## src/rtl/tms_pkg.sv

```systemverilog
`timescale 1ns / 1ps
// tms_pkg: shared types and constants of the template marker splitter.
// No dependencies; imported by the splitter modules.
package tms_pkg;

  typedef enum logic [1:0] {
    CFG_LEFT_MARKER  = 2'd0,
    CFG_LEFT_LENGTH  = 2'd1,
    CFG_RIGHT_MARKER = 2'd2,
    CFG_RIGHT_LENGTH = 2'd3
  } tms_cfg_index_t;

  localparam logic [31:0] LEFT_MARKER_RESET  = 32'd31611;
  localparam logic [2:0]  LEFT_LENGTH_RESET  = 3'd2;
  localparam logic [31:0] RIGHT_MARKER_RESET = 32'd32125;
  localparam logic [2:0]  RIGHT_LENGTH_RESET = 3'd2;

  typedef struct packed {
    logic [7:0] out_byte;
    logic       byte_valid;
    logic       in_variable;
    logic       chunk_end;
    logic       missing_right;
    logic       whole_end;
    logic       run_last;
  } tms_result_t;

endpackage

```

## src/rtl/tms_if.sv

```systemverilog
`timescale 1ns / 1ps
// tms_in_if / tms_out_if: valid/ready channels of the template marker splitter.
// No dependencies.
interface tms_in_if;
  logic       valid;
  logic       ready;
  logic [7:0] text_byte;
  logic       string_end;

  modport source (output valid, text_byte, string_end, input ready);
  modport sink   (input valid, text_byte, string_end, output ready);
endinterface

interface tms_out_if;
  logic       valid;
  logic       ready;
  logic [7:0] out_byte;
  logic       byte_valid;
  logic       in_variable;
  logic       chunk_end;
  logic       missing_right;
  logic       whole_end;
  logic       run_last;

  modport source (output valid, out_byte, byte_valid, in_variable, chunk_end,
                  missing_right, whole_end, run_last, input ready);
  modport sink   (input valid, out_byte, byte_valid, in_variable, chunk_end,
                  missing_right, whole_end, run_last, output ready);
endinterface

```

## src/rtl/tms_cell.sv

```systemverilog
`timescale 1ns / 1ps
// tms_cell: one byte position of the marker window with its compare.
// Depends on nothing; instantiated in a row by template_marker_splitter.
module tms_cell (
  input  logic       clk,
  input  logic       en,
  input  logic       wr,
  input  logic       shift,
  input  logic [7:0] in_byte,
  input  logic [7:0] right_cur,
  input  logic [7:0] mark_byte,
  input  logic       active,
  input  logic       match_in,
  output logic [7:0] cur,
  output logic [7:0] nxt,
  output logic       match_out
);

  logic [7:0] held;

  assign cur       = wr ? in_byte : held;
  assign nxt       = shift ? right_cur : cur;
  assign match_out = match_in & (!active || (cur == mark_byte));

  always_ff @(posedge clk) begin
    if (en) begin
      held <= nxt;
    end
  end

endmodule

```

## src/rtl/tms_serializer.sv

```systemverilog
`timescale 1ns / 1ps
// tms_serializer: holds one request's results, hands them out one per cycle
// unless the sink stalls, via an output register. Depends on tms_pkg and tms_if.
module tms_serializer import tms_pkg::*; #(
  parameter int DEPTH = 5
) (
  input  logic                       clk,
  input  logic                       rst,
  input  logic                       load,
  input  logic [$clog2(DEPTH+1)-1:0] load_count,
  input  tms_result_t                load_data [DEPTH],
  output logic                       can_load,
  tms_out_if.source                  chunk_out
);

  localparam int CW = $clog2(DEPTH + 1);

  tms_result_t   bundle [DEPTH];
  logic [CW-1:0] count;
  tms_result_t   out_q;
  logic          out_valid;
  logic          move;

  assign move     = (count != '0) && (!out_valid || chunk_out.ready);
  assign can_load = (count == '0) || ((count == CW'(1)) && move);

  always_ff @(posedge clk) begin
    if (rst) begin
      count     <= '0;
      out_valid <= 1'b0;
    end else begin
      if (load) begin
        count <= load_count;
      end else if (move) begin
        count <= count - CW'(1);
      end
      if (move) begin
        out_valid <= 1'b1;
      end else if (chunk_out.ready) begin
        out_valid <= 1'b0;
      end
    end
  end

  always_ff @(posedge clk) begin
    if (move) begin
      out_q <= bundle[0];
    end
    if (load) begin
      bundle <= load_data;
    end else if (move) begin
      for (int j = 0; j < DEPTH - 1; j++) begin
        bundle[j] <= bundle[j+1];
      end
    end
  end

  assign chunk_out.valid         = out_valid;
  assign chunk_out.out_byte      = out_q.out_byte;
  assign chunk_out.byte_valid    = out_q.byte_valid;
  assign chunk_out.in_variable   = out_q.in_variable;
  assign chunk_out.chunk_end     = out_q.chunk_end;
  assign chunk_out.missing_right = out_q.missing_right;
  assign chunk_out.whole_end     = out_q.whole_end;
  assign chunk_out.run_last      = out_q.run_last;

endmodule

```

## src/rtl/template_marker_splitter.sv

```systemverilog
`timescale 1ns / 1ps
// template_marker_splitter: top level of the template marker splitter.
// Depends on tms_pkg, tms_if, tms_cell and tms_serializer.
//
// Takes one template byte per cycle while the output is not stalled and
// splits the string into text and variable chunks between the left and right
// markers. A row of MAX_MARKER byte cells forms the delay window; all cells
// compare against the marker of the current mode in the same cycle, so a byte
// is accepted every cycle the output allows while each byte yields at most one
// result. A byte that ends the string yields up to MAX_MARKER + 1 results,
// which leave through the output register at one per cycle while the output is
// ready; input stalls until the last of them has moved to that register. A
// byte's results are held in the serializer bundle before the output register.
module template_marker_splitter import tms_pkg::*; #(
  parameter int MAX_MARKER = 4
) (
  input  logic        clk,
  input  logic        rst,
  input  logic        cfg_we,
  input  logic [1:0]  cfg_index,
  input  logic [31:0] cfg_data,
  tms_in_if.sink      text_in,
  tms_out_if.source   chunk_out
);

  localparam int DEPTH = MAX_MARKER + 1;
  localparam int LW    = $clog2(MAX_MARKER + 1);
  localparam int CW    = $clog2(DEPTH + 1);

  logic [31:0]   left_marker;
  logic [2:0]    left_length;
  logic [31:0]   right_marker;
  logic [2:0]    right_length;
  logic [LW-1:0] fill_count;
  logic          var_mode;
  logic          text_pending;

  logic [LW-1:0] eff_left;
  logic [LW-1:0] eff_right;
  logic [LW-1:0] len_a;
  logic [31:0]   marker_a;
  logic [LW-1:0] fill_g;
  logic [LW-1:0] fill1;
  logic          full;
  logic          match;
  logic          shift;
  logic          first;
  logic          var_a;
  logic          tp_a;
  logic [LW-1:0] fill_a;
  logic          last;
  logic          can_load;
  logic          accept;
  tms_result_t   first_res;
  tms_result_t   slots [DEPTH];
  logic [CW-1:0] n_total;

  logic [7:0] cur      [MAX_MARKER];
  logic [7:0] nxt      [MAX_MARKER];
  logic [7:0] right_in [MAX_MARKER];
  logic [7:0] mark_b   [MAX_MARKER];
  logic       active   [MAX_MARKER];
  logic       wr       [MAX_MARKER];
  logic [MAX_MARKER:0] mchain;
  logic [7:0] flush0   [DEPTH];
  logic [7:0] flush1   [DEPTH];

  assign last   = text_in.string_end;
  assign accept = text_in.valid && can_load;
  assign text_in.ready = can_load;

  always_comb begin
    if (left_length == 3'd0) begin
      eff_left = LW'(1);
    end else if (int'(left_length) > MAX_MARKER) begin
      eff_left = LW'(MAX_MARKER);
    end else begin
      eff_left = LW'(left_length);
    end
    if (right_length == 3'd0) begin
      eff_right = LW'(1);
    end else if (int'(right_length) > MAX_MARKER) begin
      eff_right = LW'(MAX_MARKER);
    end else begin
      eff_right = LW'(right_length);
    end
  end

  assign len_a    = var_mode ? eff_right : eff_left;
  assign marker_a = var_mode ? right_marker : left_marker;
  assign fill_g   = (fill_count >= len_a) ? '0 : fill_count;
  assign fill1    = fill_g + LW'(1);
  assign full     = (fill1 == len_a);
  assign match    = full && mchain[MAX_MARKER];
  assign shift    = full && !match;
  assign first    = shift || (match && (var_mode || text_pending));
  assign var_a    = match ? !var_mode : var_mode;
  assign tp_a     = match ? (var_mode && text_pending) : (text_pending || (shift && !var_mode));
  assign fill_a   = match ? '0 : (shift ? len_a - LW'(1) : fill1);

  assign mchain[0] = 1'b1;

  for (genvar k = 0; k < MAX_MARKER; k++) begin : g_cell
    assign wr[k]     = (fill_g == LW'(k));
    assign active[k] = (LW'(k) < len_a);
    if (k < 4) begin : g_mark
      assign mark_b[k] = marker_a[8*k +: 8];
    end else begin : g_nomark
      assign mark_b[k] = 8'd0;
    end
    if (k < MAX_MARKER - 1) begin : g_right
      assign right_in[k] = cur[k+1];
    end else begin : g_end
      assign right_in[k] = 8'd0;
    end

    tms_cell u_cell (
      .clk       (clk),
      .en        (accept),
      .wr        (wr[k]),
      .shift     (shift),
      .in_byte   (text_in.text_byte),
      .right_cur (right_in[k]),
      .mark_byte (mark_b[k]),
      .active    (active[k]),
      .match_in  (mchain[k]),
      .cur       (cur[k]),
      .nxt       (nxt[k]),
      .match_out (mchain[k+1])
    );
  end

  for (genvar j = 0; j < DEPTH; j++) begin : g_flush
    if (j < MAX_MARKER) begin : g_f0
      assign flush0[j] = nxt[j];
    end else begin : g_f0z
      assign flush0[j] = 8'd0;
    end
    if (j > 0) begin : g_f1
      assign flush1[j] = nxt[j-1];
    end else begin : g_f1z
      assign flush1[j] = 8'd0;
    end
  end

  always_comb begin
    first_res = '0;
    if (match) begin
      first_res.in_variable = var_mode;
      first_res.chunk_end   = 1'b1;
    end else begin
      first_res.out_byte    = cur[0];
      first_res.byte_valid  = 1'b1;
      first_res.in_variable = var_mode;
    end
  end

  always_comb begin
    logic [CW-1:0] nsofar;
    logic          tp_f;
    logic          fin;
    logic [CW-1:0] jj;
    nsofar  = CW'(first) + (last ? CW'(fill_a) : '0);
    tp_f    = tp_a || (!var_a && (fill_a != '0));
    fin     = last && (var_a || tp_f || (nsofar == '0));
    n_total = nsofar + CW'(fin);
    for (int j = 0; j < DEPTH; j++) begin
      jj       = CW'(j);
      slots[j] = '0;
      if (jj < CW'(first)) begin
        slots[j] = first_res;
      end else if (jj < nsofar) begin
        slots[j].out_byte    = first ? flush1[j] : flush0[j];
        slots[j].byte_valid  = 1'b1;
        slots[j].in_variable = var_a;
      end else if (fin && (jj == nsofar)) begin
        slots[j].in_variable   = var_a;
        slots[j].missing_right = var_a;
        slots[j].chunk_end     = !var_a && tp_f;
      end
      if (jj == n_total - CW'(1)) begin
        slots[j].run_last  = 1'b1;
        slots[j].whole_end = last;
      end
    end
  end

  always_ff @(posedge clk) begin
    if (rst) begin
      left_marker  <= LEFT_MARKER_RESET;
      left_length  <= LEFT_LENGTH_RESET;
      right_marker <= RIGHT_MARKER_RESET;
      right_length <= RIGHT_LENGTH_RESET;
      fill_count   <= '0;
      var_mode     <= 1'b0;
      text_pending <= 1'b0;
    end else if (cfg_we) begin
      unique case (tms_cfg_index_t'(cfg_index))
        CFG_LEFT_MARKER: begin
          left_marker <= cfg_data;
        end
        CFG_LEFT_LENGTH: begin
          left_length <= cfg_data[2:0];
          fill_count  <= '0;
        end
        CFG_RIGHT_MARKER: begin
          right_marker <= cfg_data;
        end
        CFG_RIGHT_LENGTH: begin
          right_length <= cfg_data[2:0];
          fill_count   <= '0;
        end
      endcase
    end else if (accept) begin
      if (last) begin
        fill_count   <= '0;
        var_mode     <= 1'b0;
        text_pending <= 1'b0;
      end else begin
        fill_count   <= fill_a;
        var_mode     <= var_a;
        text_pending <= tp_a;
      end
    end
  end

  tms_serializer #(
    .DEPTH (DEPTH)
  ) u_serializer (
    .clk        (clk),
    .rst        (rst),
    .load       (accept),
    .load_count (n_total),
    .load_data  (slots),
    .can_load   (can_load),
    .chunk_out  (chunk_out)
  );

  a_whole_end_last: assert property (@(posedge clk) disable iff (rst)
    chunk_out.valid && chunk_out.whole_end |-> chunk_out.run_last)
    else $error("whole_end without run_last");

  a_missing_in_var: assert property (@(posedge clk) disable iff (rst)
    chunk_out.valid && chunk_out.missing_right |->
      chunk_out.in_variable && !chunk_out.chunk_end && !chunk_out.byte_valid)
    else $error("missing_right on a result outside a variable");

  a_fill_bound: assert property (@(posedge clk) disable iff (rst)
    fill_count < LW'(MAX_MARKER))
    else $error("window fill out of range");

  a_end_clears: assert property (@(posedge clk) disable iff (rst)
    accept && last && !cfg_we |=> !var_mode && !text_pending && (fill_count == '0))
    else $error("state not cleared after string end");

endmodule

```

## src/flat_wrapper.sv

```systemverilog
// flat-port wrapper written by rule: the top's interface ports become plain ports
module template_marker_splitter_flat import tms_pkg::*;
#(
  parameter int MAX_MARKER = 4
)
  (clk, rst, cfg_we, cfg_index, cfg_data, text_in_valid, text_in_text_byte, text_in_string_end, text_in_ready, chunk_out_valid, chunk_out_out_byte, chunk_out_byte_valid, chunk_out_in_variable, chunk_out_chunk_end, chunk_out_missing_right, chunk_out_whole_end, chunk_out_run_last, chunk_out_ready);
  tms_in_if text_in_i ();
  tms_out_if chunk_out_i ();
  input  logic clk;
  input  logic rst;
  input  logic cfg_we;
  input  logic [1:0] cfg_index;
  input  logic [31:0] cfg_data;
  input wire logic [$bits(text_in_i.valid)-1:0] text_in_valid;
  input wire logic [$bits(text_in_i.text_byte)-1:0] text_in_text_byte;
  input wire logic [$bits(text_in_i.string_end)-1:0] text_in_string_end;
  output wire logic [$bits(text_in_i.ready)-1:0] text_in_ready;
  output wire logic [$bits(chunk_out_i.valid)-1:0] chunk_out_valid;
  output wire logic [$bits(chunk_out_i.out_byte)-1:0] chunk_out_out_byte;
  output wire logic [$bits(chunk_out_i.byte_valid)-1:0] chunk_out_byte_valid;
  output wire logic [$bits(chunk_out_i.in_variable)-1:0] chunk_out_in_variable;
  output wire logic [$bits(chunk_out_i.chunk_end)-1:0] chunk_out_chunk_end;
  output wire logic [$bits(chunk_out_i.missing_right)-1:0] chunk_out_missing_right;
  output wire logic [$bits(chunk_out_i.whole_end)-1:0] chunk_out_whole_end;
  output wire logic [$bits(chunk_out_i.run_last)-1:0] chunk_out_run_last;
  input wire logic [$bits(chunk_out_i.ready)-1:0] chunk_out_ready;
  assign text_in_i.valid = text_in_valid;
  assign text_in_i.text_byte = text_in_text_byte;
  assign text_in_i.string_end = text_in_string_end;
  assign text_in_ready = text_in_i.ready;
  assign chunk_out_valid = chunk_out_i.valid;
  assign chunk_out_out_byte = chunk_out_i.out_byte;
  assign chunk_out_byte_valid = chunk_out_i.byte_valid;
  assign chunk_out_in_variable = chunk_out_i.in_variable;
  assign chunk_out_chunk_end = chunk_out_i.chunk_end;
  assign chunk_out_missing_right = chunk_out_i.missing_right;
  assign chunk_out_whole_end = chunk_out_i.whole_end;
  assign chunk_out_run_last = chunk_out_i.run_last;
  assign chunk_out_i.ready = chunk_out_ready;
  template_marker_splitter #(.MAX_MARKER(MAX_MARKER)) u_core (.clk(clk), .rst(rst), .cfg_we(cfg_we), .cfg_index(cfg_index), .cfg_data(cfg_data), .text_in(text_in_i), .chunk_out(chunk_out_i));
endmodule
```

## config.mk

```make
export PLATFORM = sky130hd
export DESIGN_NAME = template_marker_splitter_flat
export DESIGN_NICKNAME = d
export VERILOG_FILES = /design/src/rtl/tms_pkg.sv /design/src/rtl/tms_if.sv /design/src/rtl/tms_cell.sv /design/src/rtl/tms_serializer.sv /design/src/rtl/template_marker_splitter.sv /design/src/flat_wrapper.sv
export SDC_FILE = /design/constraint.sdc
export NUM_CORES = 1
export LEC_CHECK = 0
export BUFFER_PORTS_ARGS = -buffer_cell sky130_fd_sc_hd__buf_2
export CAP_MARGIN = 20
export CORE_MARGIN = 4
export CORE_UTILIZATION = 61
export CTS_CLUSTER_DIAMETER = 200
export DETAILED_ROUTE_END_ITERATION = 10
export GPL_TIMING_DRIVEN = 0
export PLACE_DENSITY = 0.8
export SYNTH_ARGS = -nofsm -noshare
export SYNTH_HDL_FRONTEND = slang
export SYNTH_SLANG_ARGS = --single-unit
```

## constraint.sdc

```tcl
create_clock -name clk -period 21.5 [get_ports clk]
set_input_delay 2.15 -clock clk [delete_from_list [all_inputs] [get_ports clk]]
set_output_delay 2.15 -clock clk [all_outputs]
set_load 0.01 [all_outputs]
```

==> impl_summary.log, run 1 <==
[metrics] end of the worst hold path: u_core.u_serializer.chunk_out.whole_end
[metrics] instance count of the mapped netlist: 1022
[metrics] count of synthesis-stage warnings from yosys: 0
[metrics] number of nets with antenna violations after routing: 0
[metrics] Pwr Density: ~110 mW/mm^2
[metrics] sequential fraction of design power: 0.468
[metrics] number of iterations in the first detailed-routing pass: 5
[metrics] aggregate global routing overflow: 0
[metrics] worst slack at placement: 11.15 ns
[metrics] cell repeated most along the worst path: sky130_fd_sc_hd__ha_1
[metrics] net count of the mapped netlist: about 1100
[metrics] net switching fraction of the power: 0.334
[metrics] start point of the worst min-delay path: u_core.u_serializer.bundle[57]
[metrics] Static Leakage: 4.14 nW
[metrics] DP Cell Count: 1300
[metrics] core region area: 0.0160 mm^2
[metrics] CTS Buf Count: 17
[metrics] Relative slew margins: 0.254
[metrics] cell taking the most area after synthesis: sky130_fd_sc_hd__edfxtp_1
[metrics] number of global-route vias before repair: just under 8000
[metrics] count of standard-cell rows: 46
[metrics] number of vias per cell after detailed routing: 6.31
[metrics] Tot GR Track Use: 0.305
[metrics] reg-to-reg endpoint: u_core.u_serializer.bundle[43]
[metrics] number of stages on the worst setup path: 37
[metrics] Hold Crit Depth: 0
[metrics] post-synth top area share: 0.347
[metrics] transition at the pin with the smallest max-transition slack: 1.11 ns
[metrics] deepest level of the CTS H-tree: 4
[metrics] leading cell type in the layout, fill and taps excluded: sky130_fd_sc_hd__nand2_1
[metrics] min-delay worst type: register to register
[metrics] category of the critical setup timing path: register to register
[metrics] clock share of power: 0.245
[metrics] setup slack of the critical path after layout: 10.85 ns
[metrics] placed wire-length estimate: ~20 mm
[metrics] Switch Pwr: 0.424 mW
[metrics] launching element type of the critical path: register
[metrics] sequential area share after synthesis: 0.505
[metrics] CTS sink count: between 150 and 200
[metrics] Final setup violation count: 0
[metrics] number of flops mapped to enable cells by yosys: approximately 120
[metrics] root cell of the clock tree: sky130_fd_sc_hd__clkbuf_16
[metrics] share of total power in combinational logic: 0.287
[metrics] finished layout cell area: roughly 0.011 mm^2
[metrics] Worst Setup End Kind: register
[metrics] number of DRC markers in iteration 0: 962
[metrics] fraction of registers with async set/reset: 0
[metrics] width of the die: 136 um
[metrics] Buffers on Ports: 59
[metrics] top area cells in the synthesized netlist: sky130_fd_sc_hd__edfxtp_1 (35%), sky130_fd_sc_hd__dfxtp_1 (16%), sky130_fd_sc_hd__nand2_1 (7.9%)
[metrics] post-CTS setup repair buffer count: 0
[metrics] Reg2Reg Launch Point: u_core.var_mode
[metrics] MaxCap Viol Count: 0
[metrics] die span in y: 136 um
[metrics] delay-heaviest family, CP: simple AND/OR/NAND/NOR gates
[metrics] worst clock skew: 0.0129 ns
[metrics] drt drc: 0
[metrics] setup repair after global routing missed its margin: false
[metrics] latest clock arrival within the worst-skew pair: 0.45 ns
[metrics] hold bufs inserted after CTS: 0
[metrics] setup TNS: 0 ns
[metrics] Distinct cells, synth: slightly above 70
[metrics] mapped cell area: ~0.01 mm^2
[metrics] outcome: complete, no violations
[metrics] CTS tree: built
[metrics] top_reg_cell synth: sky130_fd_sc_hd__edfxtp_1
[metrics] DIE AREA: about 0.019 mm^2
[metrics] area growth from synthesis to layout: 12.0%
[metrics] fraction of final layout cells sized beyond drive strength 1: 0.134
[metrics] worst-case reg-to-reg path depth: 37
[metrics] crit-path max cell delay: approximately 0.6 ns
[metrics] reg-to-reg setup timing slack: 10.85 ns
[metrics] Pint: roughly 0.85 mW
[metrics] Hold Fails Final Rpt: 0
[metrics] number of buffers and inverters on the critical path: 8
[metrics] number of I/O pins: 64
[metrics] Max IR drop VDD: 0.133 mV
[metrics] worst hold margin: 0.413 ns
[metrics] global-route wire length before repair: 43.2 mm
[metrics] Final Critical Period: 10.66 ns
[metrics] portion of the clock cycle consumed by the worst path in the final layout: 0.496
[metrics] maximum number of pins on one net before global-route repair: 30
[metrics] Worst EP arrival: 10.92 ns
[metrics] most frequent cells in the layout: sky130_fd_sc_hd__nand2_1 (211), sky130_fd_sc_hd__edfxtp_1 (116), sky130_fd_sc_hd__dfxtp_1 (79), sky130_fd_sc_hd__a21oi_1 (75), sky130_fd_sc_hd__buf_2 (74)
[metrics] required time of the critical path: between 20 and 25 ns
[metrics] total inserted antenna cells: 0
[metrics] gpl congestion: 1.03
[metrics] buffer depth of the longest clock path: 2
[metrics] effective utilization at floorplan: 0.627
[metrics] number of antenna violations at the first check in global routing: 0
[metrics] biggest fanout along the worst timing path: 10
[metrics] routed wire length: 27.4 mm
[metrics] Post-Synthesis Mean Instance Area: 9.81 um^2
[metrics] flip-flop and latch count after synthesis: 195
[metrics] Routed wire per std cell: 20.5 um
[metrics] Crit-path slowest cell: sky130_fd_sc_hd__mux2i_1
[metrics] maximum clock frequency: ~94 MHz
[metrics] post-route non-filler standard cell count: 1332
[metrics] DR vias: 8407
[metrics] clock slew seen by the registers of the worst setup and hold paths: approximately 0.070 ns
[metrics] Post-DP Area: 0.0107 mm^2
[metrics] NumNets Final: approximately 1200
[metrics] post-cts resize count: 0
[metrics] count of final max-slew check failures: 0
[routing by layer]
metal  wire (um)  part of all wire  track usage
met1       11400              0.42        0.422
met4         953             0.035        0.116
met3        2470             0.090       0.0629
met5           0                 0            0
met2       12500              0.46        0.475
[cell families (layout without fill, tap and decap cells)]
kind of cell | Yosys count | after routing | synth area share
muxes | 60 | 60 | 0.0615
AOI/OAI and AO/OA | 223 | 223 | 0.153
and+or+nand+nor | 411 | 411 | 0.197
xor gates and xnor gates | 28 | 28 | 0.0245
adders and majority gates | 15 | 15 | 0.0185
DFF | 195 | 195 | 0.505
buffers and inverters | 90 | 184 | 0.0397
[area by class of cell]
type                            instances  area, um^2
Timing Repair Buffer                   62         350
Sequential cell                       195        5060
Fill cell                            1268        4770
Clock inverter                         15         146
Multi-Input combinational cell        737        4570
Buffer                                 69         320
Clock buffer                           17         425
Tap cell                              216         270
Inverter                               21        78.8
[metrics by stage]
step	util	power [mW]
5_1_grt	0.702	1.33
2_1_floorplan	-	0.829
3_5_place_dp	0.666	0.957
4_1_cts	0.702	1.27
3_3_place_gp	0.662	0.940
6_report	0.702	1.27
[power by group through the flow]
stage                     sequential (mW)  clock (mW)  combinational, mW
after detailed placement            0.601           0              0.356
after global routing                0.604       0.331              0.396
after floorplan                     0.605           0              0.223
after CTS                           0.594       0.313              0.360
final                               0.595       0.311              0.365
after global placement              0.608           0              0.332
[sequential cells by signal, summed over array words and instances, names as in the netlist]
signal and cells:
u_core.fill_count 3, u_core.g_cell.u_cell.held 32, u_core.left_length 3, u_core.left_marker 32
u_core.right_length 3, u_core.right_marker 32, u_core.text_pending 1, u_core.u_serializer.bundle 70
u_core.u_serializer.chunk_out.byte_valid 1, u_core.u_serializer.chunk_out.chunk_end 1, u_core.u_serializer.chunk_out.in_variable 1, u_core.u_serializer.chunk_out.missing_right 1
u_core.u_serializer.chunk_out.out_byte 8, u_core.u_serializer.chunk_out.run_last 1, u_core.u_serializer.chunk_out.valid 1, u_core.u_serializer.chunk_out.whole_end 1
u_core.u_serializer.count 3, u_core.var_mode 1
[synth_stat cells, types with 7 or more instances]
cell and instances:
sky130_fd_sc_hd__nand4_1 17, sky130_fd_sc_hd__buf_2 15, sky130_fd_sc_hd__edfxtp_1 116, sky130_fd_sc_hd__mux2i_1 50, sky130_fd_sc_hd__clkbuf_1 44, sky130_fd_sc_hd__a221o_1 13
sky130_fd_sc_hd__a211oi_1 11, sky130_fd_sc_hd__dfxtp_1 79, sky130_fd_sc_hd__mux2_2 9, sky130_fd_sc_hd__ha_1 14, sky130_fd_sc_hd__nand3_1 11, sky130_fd_sc_hd__inv_1 18
sky130_fd_sc_hd__xor2_1 15, sky130_fd_sc_hd__o21ai_1 7, sky130_fd_sc_hd__nand2b_1 11, sky130_fd_sc_hd__or3_1 7, sky130_fd_sc_hd__and2_1 13, sky130_fd_sc_hd__a21oi_1 76
sky130_fd_sc_hd__nor2_1 41, sky130_fd_sc_hd__nand3b_1 28, sky130_fd_sc_hd__nor2b_1 12, sky130_fd_sc_hd__nor4_1 8, sky130_fd_sc_hd__xnor2_1 13, sky130_fd_sc_hd__nand2_1 211
sky130_fd_sc_hd__nor3_1 22, sky130_fd_sc_hd__a22o_1 10, sky130_fd_sc_hd__o21ai_0 28, sky130_fd_sc_hd__o31ai_1 24
[worst max path at each step]
stage,slack [ns],to,startpoint
global route,10.24,u_core.u_serializer.bundle[43],u_core.var_mode
CTS,11.12,u_core.u_serializer.bundle[29],u_core.var_mode
detailed placement,11.15,u_core.u_serializer.bundle[29],u_core.var_mode
global placement,11.21,u_core.u_serializer.bundle[43],u_core.var_mode
floorplan,13.35,u_core.u_serializer.bundle[43],u_core.var_mode
finish,10.85,u_core.u_serializer.bundle[43],u_core.var_mode
Note: power is estimated with default switching activity, not from simulation.
==> run 2: changes to the inputs <==
- clock period: 21.5 -> 10.57 ns (I/O delays scaled with it)
==> impl_summary.log, run 2 (same netlist as run 1, synthesis figures left out) <==
[metrics] outcome: complete, no violations
[metrics] Final Critical Period: 10.07 ns
[metrics] fraction of final layout cells sized beyond drive strength 1: 0.140
[metrics] Buffers on Ports: 59
[metrics] portion of the clock cycle consumed by the worst path in the final layout: 0.953
[metrics] setup TNS: 0 ns
[metrics] transition at the pin with the smallest max-transition slack: 1.08 ns
[metrics] number of global-route vias before repair: 7894
[metrics] count of standard-cell rows: 46
[metrics] number of stages on the worst setup path: 38
[metrics] most frequent cells in the layout: sky130_fd_sc_hd__nand2_1 (211), sky130_fd_sc_hd__edfxtp_1 (116), sky130_fd_sc_hd__dfxtp_1 (79), sky130_fd_sc_hd__a21oi_1 (75), sky130_fd_sc_hd__buf_2 (74)
[metrics] DIE AREA: 0.0186 mm^2
[metrics] layer with the highest usage: met2
[metrics] GRT met2 Usage: 0.475
[metrics] global-route wire length before repair: 43.2 mm
[metrics] Reg2Reg Launch Point: u_core.var_mode
[metrics] Crit-path slowest cell: sky130_fd_sc_hd__mux2i_1
[metrics] number of nets with antenna violations after routing: 0
[metrics] number of I/O pins: 64
[metrics] Max IR drop VDD: 0.269 mV
[metrics] number of antenna violations at the first check in global routing: 0
[metrics] cell repeated most along the worst path: sky130_fd_sc_hd__ha_1
[metrics] setup repair after global routing missed its margin: false
[metrics] Static Leakage: 4.16 nW
[metrics] category of the critical setup timing path: register to register
[metrics] Tot GR Track Use: 0.305
[metrics] reg-to-reg setup timing slack: ~0.50 ns
[metrics] width of the die: 136 um
[metrics] Storage cell area: about 0.005 mm^2
[metrics] Pwr Density: approximately 230 mW/mm^2
[metrics] CTS sink count: between 150 and 200
[metrics] Hold Fails Final Rpt: 0
[metrics] crit-path max cell delay: around 0.53 ns
[metrics] timing startpoint of the critical path: u_core.var_mode
[metrics] CTS tree: built
[metrics] number of DRC markers in iteration 0: between 900 and 1000
[metrics] launching element type of the critical path: register
[metrics] delay-heaviest family, CP: simple AND/OR/NAND/NOR gates
[metrics] Worst EP arrival: 10.34 ns
[metrics] Worst Setup End Kind: register
[metrics] Largest Register: u_core.u_serializer.bundle
[metrics] total inserted antenna cells: 0
[metrics] routed wire length: between 20 and 30 mm
[metrics] Final setup violation count: 0
[metrics] worst clock skew: between 0.008 and 0.009 ns
[metrics] worst-case reg-to-reg path depth: 38
[metrics] MaxCap Viol Count: 0
[metrics] number of inserted filler cells in the final layout: 1263
[metrics] maximum number of pins on one net before global-route repair: 30
[metrics] die span in y: 136 um
[metrics] deepest level of the CTS H-tree: 4
[metrics] buffer depth of the longest clock path: 2
[metrics] number of vias per cell after detailed routing: 6.25
[metrics] NumNets Final: 1166
[metrics] required time of the critical path: 10.84 ns
[metrics] max FFs per register: 70
[metrics] leading cell type in the layout, fill and taps excluded: sky130_fd_sc_hd__nand2_1
[metrics] Relative slew margins: 0.271
[metrics] share of the core filled with cells in the final layout: 0.704
[metrics] count of final max-slew check failures: 0
[metrics] area growth from synthesis to layout: 12.4%
[metrics] DR vias: 8330
[metrics] placed wire-length estimate: 19.7 mm
[metrics] drt drc: 0
[metrics] effective utilization at floorplan: 0.627
[metrics] core region area: about 0.016 mm^2
[metrics] CTS Buf Count: 17
[metrics] biggest fanout along the worst timing path: 10
[metrics] root cell of the clock tree: sky130_fd_sc_hd__clkbuf_16
[metrics] aggregate global routing overflow: 0
[metrics] gpl congestion: approximately 1.0
[metrics] footprint of the multi-input gates: 0.00460 mm^2
[metrics] number of iterations in the first detailed-routing pass: 7
[metrics] met3 demand-to-capacity share in global routing: 0.0629
[metrics] min-delay worst type: register to register
[metrics] clock slew seen by the registers of the worst setup and hold paths: around 0.070 ns
[metrics] maximum clock frequency: 99.3 MHz
[metrics] Routed wire per std cell: 20.6 um
[metrics] latest clock arrival within the worst-skew pair: 0.45 ns
[metrics] number of buffers and inverters on the critical path: 9
[metrics] reg-to-reg endpoint: u_core.u_serializer.bundle[43]
[metrics] met1 track utilization from global routing: 0.422
[metrics] hold bufs inserted after CTS: 0
[metrics] termination of the worst setup path: u_core.u_serializer.bundle[43]
## run 2: metrics by stage
step,cell area (um^2),setup WS (ns),power [mW],std cells,hold WS (ns)
3_5_place_dp,10700,0.218,1.95,1300,0.405
2_1_floorplan,10000,2.42,1.69,1022,0.400
5_1_grt,11300,0.0812,2.71,1333,0.422
4_1_cts,11200,0.188,2.58,1332,0.419
3_3_place_gp,10600,0.277,1.91,1297,0.401
6_report,11300,0.501,2.59,1333,0.419
## run 2: what timing repair did
action | in CTS | in global routing
gates resized for setup | 0 | 6
hold endpoints to repair | 0 | 0
setup endpoints to repair | 0 | 13
setup buffers | 0 | 1
## run 2: power breakdown
part | internal (mW) | total, mW | switching (mW) | leakage (nW)
sequential | 1.14 | 1.21 | 0.0729 | 1.80
clock | 0.331 | 0.635 | 0.304 | 0.266
combinational | 0.255 | 0.742 | 0.487 | 2.09
## run 2: cell type report
type,count,share of cell area
plain buffers,69,0.0284
clock buffers,17,0.0378
flip-flops and latches,195,0.449
inverters,21,0.00700
clock inverters,15,0.0130
multi-input cells,737,0.409
repair buffers,63,0.0318
well taps,216,0.0240
## run 2: routing by layer
metal,routed length (um),vias to the layer above
li1,-,3876
met1,11200,3920
met2,12600,460
met3,2650,74
met4,920,0
met5,0,-
## run 2: worst min-delay path by stage
stage                              startpoint                                         to  slack [ns]  cells after the start
6_report       u_core.u_serializer.bundle[57]    u_core.u_serializer.chunk_out.whole_end        0.42                      0
5_1_grt        u_core.u_serializer.bundle[57]    u_core.u_serializer.chunk_out.whole_end        0.42                      0
4_1_cts        u_core.u_serializer.bundle[57]    u_core.u_serializer.chunk_out.whole_end        0.42                      0
3_5_place_dp   u_core.u_serializer.bundle[57]    u_core.u_serializer.chunk_out.whole_end        0.41                      0
3_3_place_gp   u_core.u_serializer.bundle[67]  u_core.u_serializer.chunk_out.out_byte[5]        0.40                      0
2_1_floorplan  u_core.u_serializer.bundle[61]   u_core.u_serializer.chunk_out.byte_valid        0.40                      0
